`src/rtl/core/lpg_pkg.sv`:
```
package lpg_pkg;

  localparam int COORD_BITS_DEF = 12;
  localparam int CFG_W          = 12;

  localparam logic [CFG_W-1:0] WIDTH_RST  = CFG_W'(640);
  localparam logic [CFG_W-1:0] HEIGHT_RST = CFG_W'(480);

  typedef enum logic {
    OP_START = 1'b0,
    OP_STEP  = 1'b1
  } op_t;

  typedef enum logic {
    REG_WIDTH  = 1'b0,
    REG_HEIGHT = 1'b1
  } reg_idx_t;

  typedef enum logic [1:0] {
    KIND_POINT = 2'd0,
    KIND_VERT  = 2'd1,
    KIND_HORZ  = 2'd2,
    KIND_DIAG  = 2'd3
  } kind_t;

  typedef enum logic [1:0] {
    PH_MAIN  = 2'd0,
    PH_EXTRA = 2'd1,
    PH_FINAL = 2'd2
  } phase_t;

endpackage

```
`src/rtl/core/line_pixel_generator_top.sv`:
```
// Line pixel generator.
// A start item (in_tuser = 0) loads two endpoints and a color and gives no
// result. Each step item (in_tuser = 1) gives the next pixel write of that
// line on the out_ channel; out_tlast marks the write at the end point,
// after which further steps give nothing until the next start. A start
// during a line drops the old line.
// Screen width and height are written on the cfg_ port; the user must do
// so only while the block is idle (not enforced by the block); out_tuser
// flags writes that fall inside the screen. A result appears on out_tvalid
// in the cycle after its step item is accepted. Throughput: one item per
// cycle while in_tready is high; the line state update is combinational.
// The result register holds a write until taken; in_tready stays high
// while that register is empty or being drained, so a stalled receiver
// stops input only once a result is waiting.
// Reset: no line in progress, no result pending, width 640, height 480.
module line_pixel_generator_top #(
  parameter int COORD_BITS = lpg_pkg::COORD_BITS_DEF,
  localparam int IN_DW  = ((4 * COORD_BITS + 32 + 7) / 8) * 8,
  localparam int OUT_DW = ((2 * COORD_BITS + 32 + 7) / 8) * 8
) (
  input  logic                      clk,
  input  logic                      rst_n,
  input  logic                      cfg_we,
  input  logic                      cfg_index,
  input  logic [lpg_pkg::CFG_W-1:0] cfg_wdata,
  input  logic                      in_tvalid,
  output logic                      in_tready,
  // x_start, y_start, x_end, y_end, line_color (from bit 0 up), zero pad
  input  logic [IN_DW-1:0]          in_tdata,
  // operation
  input  logic                      in_tuser,
  output logic                      out_tvalid,
  input  logic                      out_tready,
  // pixel_x, pixel_y, pixel_color (from bit 0 up), zero pad
  output logic [OUT_DW-1:0]         out_tdata,
  // visible
  output logic                      out_tuser,
  output logic                      out_tlast
);
  import lpg_pkg::*;

  localparam int C  = COORD_BITS;

  logic [CFG_W-1:0] width_r, height_r;

  logic             active_r, active_nxt;
  kind_t            kind_r, kind_nxt;
  phase_t           phase_r, phase_nxt;
  logic             neg_r, neg_nxt;
  logic             ymaj_r, ymaj_nxt;
  logic [C-1:0]     cur_x_r, cur_x_nxt, cur_y_r, cur_y_nxt;
  logic [C-1:0]     tgt_x_r, tgt_x_nxt, tgt_y_r, tgt_y_nxt;
  logic [C:0]       major_r, major_nxt, minor_r, minor_nxt;
  logic [C:0]       err_r, err_nxt;
  logic [31:0]      color_r, color_nxt;

  logic             out_valid_r;
  logic [C-1:0]     ox_r, oy_r;
  logic [31:0]      ocolor_r;
  logic             ovis_r, olast_r;

  logic             accept, emit;
  logic signed [C-1:0] xs, ys, xe, ye;
  logic signed [C:0]   ddx, ddy;
  logic [C:0]       adx, ady;
  logic             x_major, swap;
  logic [C-1:0]     sx1, sy1, sx2, sy2;
  logic [C-1:0]     step_v;
  logic [C+1:0]     err_sum;
  logic [C-1:0]     ex, ey;
  logic             elast, evis;

  assign in_tready = !out_valid_r || out_tready;
  assign accept    = in_tvalid && in_tready;
  assign emit      = accept && (in_tuser == OP_STEP) && active_r;

  assign xs = in_tdata[C-1:0];
  assign ys = in_tdata[2*C-1:C];
  assign xe = in_tdata[3*C-1:2*C];
  assign ye = in_tdata[4*C-1:3*C];

  assign ddx     = {xe[C-1], xe} - {xs[C-1], xs};
  assign ddy     = {ye[C-1], ye} - {ys[C-1], ys};
  assign adx     = ddx[C] ? (C+1)'(-ddx) : ddx;
  assign ady     = ddy[C] ? (C+1)'(-ddy) : ddy;
  assign x_major = adx >= ady;
  assign swap    = x_major ? (xe < xs) : (ye < ys);
  assign sx1     = swap ? xe : xs;
  assign sy1     = swap ? ye : ys;
  assign sx2     = swap ? xs : xe;
  assign sy2     = swap ? ys : ye;

  assign step_v  = neg_r ? {C{1'b1}} : {{(C-1){1'b0}}, 1'b1};
  assign err_sum = {1'b0, err_r} + {1'b0, minor_r};

  // emitted coordinates and clip test
  assign elast = (phase_r == PH_FINAL);
  assign ex    = elast ? tgt_x_r : cur_x_r;
  assign ey    = elast ? tgt_y_r : cur_y_r;
  assign evis  = !ex[C-1] && !ey[C-1]
              && ({{CFG_W{1'b0}}, ex} < {{C{1'b0}}, width_r})
              && ({{CFG_W{1'b0}}, ey} < {{C{1'b0}}, height_r});

  always_comb begin
    active_nxt = active_r;
    kind_nxt   = kind_r;
    phase_nxt  = phase_r;
    neg_nxt    = neg_r;
    ymaj_nxt   = ymaj_r;
    cur_x_nxt  = cur_x_r;
    cur_y_nxt  = cur_y_r;
    tgt_x_nxt  = tgt_x_r;
    tgt_y_nxt  = tgt_y_r;
    major_nxt  = major_r;
    minor_nxt  = minor_r;
    err_nxt    = err_r;
    color_nxt  = color_r;
    if (accept && in_tuser == OP_START) begin
      active_nxt = 1'b1;
      color_nxt  = in_tdata[4*C+31:4*C];
      err_nxt    = '0;
      major_nxt  = x_major ? adx : ady;
      minor_nxt  = x_major ? ady : adx;
      ymaj_nxt   = !x_major;
      phase_nxt  = PH_MAIN;
      cur_x_nxt  = xs;
      cur_y_nxt  = ys;
      tgt_x_nxt  = xe;
      tgt_y_nxt  = ye;
      if (xs == xe && ys == ye) begin
        kind_nxt  = KIND_POINT;
        phase_nxt = PH_FINAL;
        neg_nxt   = 1'b0;
      end else if (xs == xe) begin
        kind_nxt = KIND_VERT;
        neg_nxt  = ys > ye;
      end else if (ys == ye) begin
        kind_nxt = KIND_HORZ;
        neg_nxt  = xs > xe;
      end else begin
        kind_nxt  = KIND_DIAG;
        cur_x_nxt = sx1;
        cur_y_nxt = sy1;
        tgt_x_nxt = sx2;
        tgt_y_nxt = sy2;
        neg_nxt   = x_major ? ($signed(sy2) < $signed(sy1))
                            : ($signed(sx2) < $signed(sx1));
      end
    end else if (emit) begin
      if (phase_r == PH_FINAL) begin
        active_nxt = 1'b0;
        phase_nxt  = PH_MAIN;
      end else begin
        case (kind_r)
          KIND_VERT: begin
            cur_y_nxt = cur_y_r + step_v;
            if (cur_y_nxt == tgt_y_r) phase_nxt = PH_FINAL;
          end
          KIND_HORZ: begin
            cur_x_nxt = cur_x_r + step_v;
            if (cur_x_nxt == tgt_x_r) phase_nxt = PH_FINAL;
          end
          KIND_DIAG: begin
            if (phase_r == PH_MAIN && err_sum >= {1'b0, major_r}) begin
              // error wrapped: step minor axis, extra write there
              err_nxt   = (C+1)'(err_sum - {1'b0, major_r});
              phase_nxt = PH_EXTRA;
              if (ymaj_r) cur_x_nxt = cur_x_r + step_v;
              else        cur_y_nxt = cur_y_r + step_v;
            end else begin
              if (phase_r == PH_MAIN) err_nxt = err_sum[C:0];
              phase_nxt = PH_MAIN;
              if (ymaj_r) begin
                if (cur_y_r == tgt_y_r) phase_nxt = PH_FINAL;
                else cur_y_nxt = cur_y_r + {{(C-1){1'b0}}, 1'b1};
              end else begin
                if (cur_x_r == tgt_x_r) phase_nxt = PH_FINAL;
                else cur_x_nxt = cur_x_r + {{(C-1){1'b0}}, 1'b1};
              end
            end
          end
          default: phase_nxt = PH_FINAL;
        endcase
      end
    end
  end

  always_ff @(posedge clk) begin
    if (!rst_n) begin
      width_r     <= WIDTH_RST;
      height_r    <= HEIGHT_RST;
      active_r    <= 1'b0;
      kind_r      <= KIND_POINT;
      phase_r     <= PH_MAIN;
      neg_r       <= 1'b0;
      ymaj_r      <= 1'b0;
      out_valid_r <= 1'b0;
    end else begin
      if (cfg_we) begin
        unique case (reg_idx_t'(cfg_index))
          REG_WIDTH:  width_r  <= cfg_wdata;
          REG_HEIGHT: height_r <= cfg_wdata;
          default:    ;
        endcase
      end
      active_r <= active_nxt;
      kind_r   <= kind_nxt;
      phase_r  <= phase_nxt;
      neg_r    <= neg_nxt;
      ymaj_r   <= ymaj_nxt;
      if (emit) out_valid_r <= 1'b1;
      else if (out_tready) out_valid_r <= 1'b0;
    end
  end

  always_ff @(posedge clk) begin
    cur_x_r <= cur_x_nxt;
    cur_y_r <= cur_y_nxt;
    tgt_x_r <= tgt_x_nxt;
    tgt_y_r <= tgt_y_nxt;
    major_r <= major_nxt;
    minor_r <= minor_nxt;
    err_r   <= err_nxt;
    color_r <= color_nxt;
    if (emit) begin
      ox_r     <= ex;
      oy_r     <= ey;
      ocolor_r <= color_r;
      ovis_r   <= evis;
      olast_r  <= elast;
    end
  end

  assign out_tvalid = out_valid_r;
  assign out_tdata  = OUT_DW'({ocolor_r, oy_r, ox_r});
  assign out_tuser  = ovis_r;
  assign out_tlast  = olast_r;

  a_final_ends_line: assert property (@(posedge clk) disable iff (!rst_n)
    emit && phase_r == PH_FINAL |=> out_valid_r && out_tlast && !active_r)
    else $error("final write did not end the line");

  a_start_no_result: assert property (@(posedge clk) disable iff (!rst_n)
    accept && in_tuser == OP_START |=>
      out_valid_r == $past(out_valid_r && !out_tready))
    else $error("start item changed the result register");

  a_err_below_major: assert property (@(posedge clk) disable iff (!rst_n)
    active_r && kind_r == KIND_DIAG |-> err_r < major_r)
    else $error("error term not below major delta");

  a_idle_phase: assert property (@(posedge clk) disable iff (!rst_n)
    !active_r |-> phase_r == PH_MAIN)
    else $error("idle with a pending walk phase");

endmodule

```
`config.mk`:
```
export PLATFORM = sky130hd
export DESIGN_NAME = line_pixel_generator_top
export DESIGN_NICKNAME = d
export VERILOG_FILES = /design/src/rtl/core/lpg_pkg.sv /design/src/rtl/core/line_pixel_generator_top.sv
export SDC_FILE = /design/constraint.sdc
export NUM_CORES = 1
export LEC_CHECK = 0
export BUFFER_PORTS_ARGS = -buffer_cell sky130_fd_sc_hd__buf_2
export CORE_MARGIN = 2
export CORE_UTILIZATION = 60
export CTS_CLUSTER_SIZE = 30
export DETAILED_ROUTE_END_ITERATION = 10
export GPL_TIMING_DRIVEN = 0
export PLACE_DENSITY_LB_ADDON = 0.1
export SKIP_LAST_GASP = 1
export SLEW_MARGIN = 20
export SYNTH_ARGS = -nofsm -noshare
export SYNTH_HDL_FRONTEND = slang
export SYNTH_SLANG_ARGS = --single-unit
```
`constraint.sdc`:
```
create_clock -name clk -period 10 [get_ports clk]
set_input_delay 2 -clock clk [delete_from_list [all_inputs] [get_ports clk]]
set_output_delay 2 -clock clk [all_outputs]
set_load 0.02 [all_outputs]
```
==> results.ini <==
[run_status]
outcome=finished, final reports clean

[synth]
synth_top_area_share_pct=34.45
synthTopCellsByArea=edfxtp_1 34%, ha_1 9.6%, dfxtp_1 6.3%
ys_seq_area_share_pct=40.75
yosysUniqueCellTypes=66
synth_ff_type=edfxtp_1
syn_area_per_cell_um2=9.417
yosysTopAreaCell=edfxtp_1
synthCells=1518
synthesis.area_mm2=0.01429
yosysWarnings=0
syn_nets=1733
ys_ff_latch=209
synthArstFlopShare_pct=0
synth_edf_count=164

[drt]
firstDrtPassIters=8
drc_errors=0
routedWlPerCell_um=19.23
viasPerCell=5.946
drtIter0Drc=1089
wl_um=39360
drtAntennaViolNets=0
vias=12170

[setup_path]
slowest_stage=o21ai_1
cp-end-kind=flop
crit_buf_inv=7
crit_fanout=10
crit_path_start_kind=input pin
cp_data_arrival_time_ns=8.78
critPathMaxStageDelay_ns=0.57
cpMostUsedCell=o21ai_0
cpLargestDelayFamily=compound AO/OA/AOI/OAI gates
critPathKind=in -> reg
required_ns=10.25

[clocking]
cts_buffers=23
ctsHoldBuffers=0
cts_tree=built
ctsResizeCount=0
post-cts-setup-buffers=0
clk_pin_slew_ns=0.06
cts.path.max_buffers=3
clkLatencyLatePin_ns=0.53
htree_levels=1
cts.sinks=209
root_buffer=clkbuf_16

[floorplan]
fp.dieArea_mm2=0.02508
die_h_um=158.4
fp.dieW_um=158.4
core_area_mm2=0.02340
num_rows=56
initial_core_util_pct=61.08
num_io_pins=159

[finish]
final_cell_mix=190 x nand2_1, 167 x buf_2, 164 x edfxtp_1
regArea_mm2=0.005827
fillers=1887
nets=1919
drive_above_1_share_pct=14.58
multiInputGateArea_mm2=0.007869
final_common_cell=nand2_1
area_delta_synth_final_pct=14.23
design_area_mm2=0.01633

[sta]
slew_headroom_pct=41.18
period_minus_slack_ns=8.526
finalSetupViolCount=0
clock_skew_ns=0.01168
finalHoldViolCount=0
fmax_mhz=117.3
drv_slew=0
worst_pin_slew_ns=0.8750
rsz0062_at_grt=false
period_share_pct=85.26
setup_tns_ns=0
worst_slack_ns=1.474

[job]
maxCapViolCount=0

[global_route]
antenna_found_initial=7
grt_max_degree=59
grt_overflow=0
grt_first_pass_wirelength_um=60620
first_global_vias=11380
grt_use_total_pct=31.27

[place]
io_buffers=158
placed_area_mm2=0.01555
place_congestion=0.9357
pre_cts_slack_ns=1.299
dp_hpwl_um=30710

[min_path]
hold_class=reg -> reg

[pwr]
p_leak_uw=0.006838
ir_worst_vdd_v=0.0001566
powerDensity_mw_per_mm2=209.4

## per-stage QoR
step	power, uW	util, %	instances	hold slack [ns]
6_report	3419	69.78	2047	0.4159
5_1_grt	3622	69.72	2042	0.4252
4_1_cts	3397	69.70	2040	0.4185
3_5_place_dp	2544	66.46	1998	0.4045
3_3_place_gp	2510	66.17	1995	0.4006
2_1_floorplan	2186	-	1518	0.4003
## metal layers
metal	GRT usage (%)	vias to the layer above	share of wire, %
met2	49.83	525	44
li1	-	5845	-
met3	5.852	76	9.6
met1	43.69	5721	43
met5	0	-	0.066
met4	9.138	4	2.7
## kinds of logic (layout without fill, tap and decap cells)
kind of cell             Yosys count  after routing  share of synthesized area [%]
AO/OA/AOI/OAI                    354            354                          15.88
XOR/XNOR                         142            142                          8.700
adder cells (fa/ha/maj)          116            116                          10.47
buffers and inverters            155            358                          4.333
flip-flops                       209            209                          40.75
multiplexers                      60             60                          4.429
other                              0              7                              0
AND/OR/NAND/NOR                  482            482                          15.44
## Yosys cell counts (6+ instances only)
cell and instances:
mux2_2 26, a31oi_1 11, and3_1 16, edfxtp_1 164
a211oi_1 36, o211ai_1 14, or3_1 7, clkbuf_1 35
nand2_1 190, nor2_1 117, a21boi_0 27, o21ai_0 67
nor2b_1 18, mux2i_1 34, nand3_1 34, nand4_1 20
fa_1 6, or2_2 7, xnor2_1 69, o21bai_1 9
xor2_1 73, o21a_1 10, nor3_1 24, a21o_1 26
ha_1 110, o31ai_1 7, nand2b_1 19, nor4_1 8
dfxtp_1 45, buf_2 9, a21oi_1 99, inv_1 101
## report_power, final
group          internal, uW  leakage, uW  switching (uW)
Sequential             1060      0.00189            77.1
Clock                   495     0.000367             357
Combinational           580      0.00458             848
## worst reg2reg max path, cell delays in order, from the launching register on
cell and delay, ns:
edfxtp_1 0.37, ha_1 0.24, fa_1 0.41, a21o_1 0.18, a21oi_1 0.22, nor2b_1 0.08, o21a_1 0.19, o41ai_1 0.60
nor2b_1 0.11, o21a_1 0.20, nor2_1 0.11, xnor2_1 0.15, ha_1 0.32, nand4_1 0.18, inv_1 0.06, a221o_1 0.37
a2111o_1 0.42, a31oi_1 0.37, or3_1 0.17, buf_4 0.14, mux2_2 0.35, a221oi_2 0.63, buf_4 0.31
## state kept, by name, indices dropped and copies added, names as in the netlist
name and flops:
ocolor_r 32, err_r 13, ox_r 12, height_r 12
color_r 32, kind_r 2, cur_y_r 12, out_tvalid 1
phase_r 2, active_r 1, minor_r 13, neg_r 1
tgt_x_r 12, out_tuser 1, oy_r 12, cur_x_r 12
tgt_y_r 12, major_r 13, out_tlast 1, ymaj_r 1
width_r 12
## worst paths after layout
kind                 from      endpoint  slack (ns)  depth (start not counted)
min           color_r[12]  ocolor_r[12]        0.42                          0
max reg2reg    minor_r[0]   cur_y_r[10]        3.54                         22
min reg2reg   color_r[12]  ocolor_r[12]        0.42                          0
max          in_tdata[24]    cur_y_r[7]        1.47                         28
## final cells by class
class	instances	share of cell area, %
clock inverter	7	0.5287
multi-input combinational	1154	48.19
clock buffer	35	4.115
sequential	209	35.68
inverter	102	2.360
tap	319	2.444
antenna	7	0.1073
buffer	53	1.471
timing repair buffer	161	5.103
Note: power is estimated with default switching activity, not from simulation.
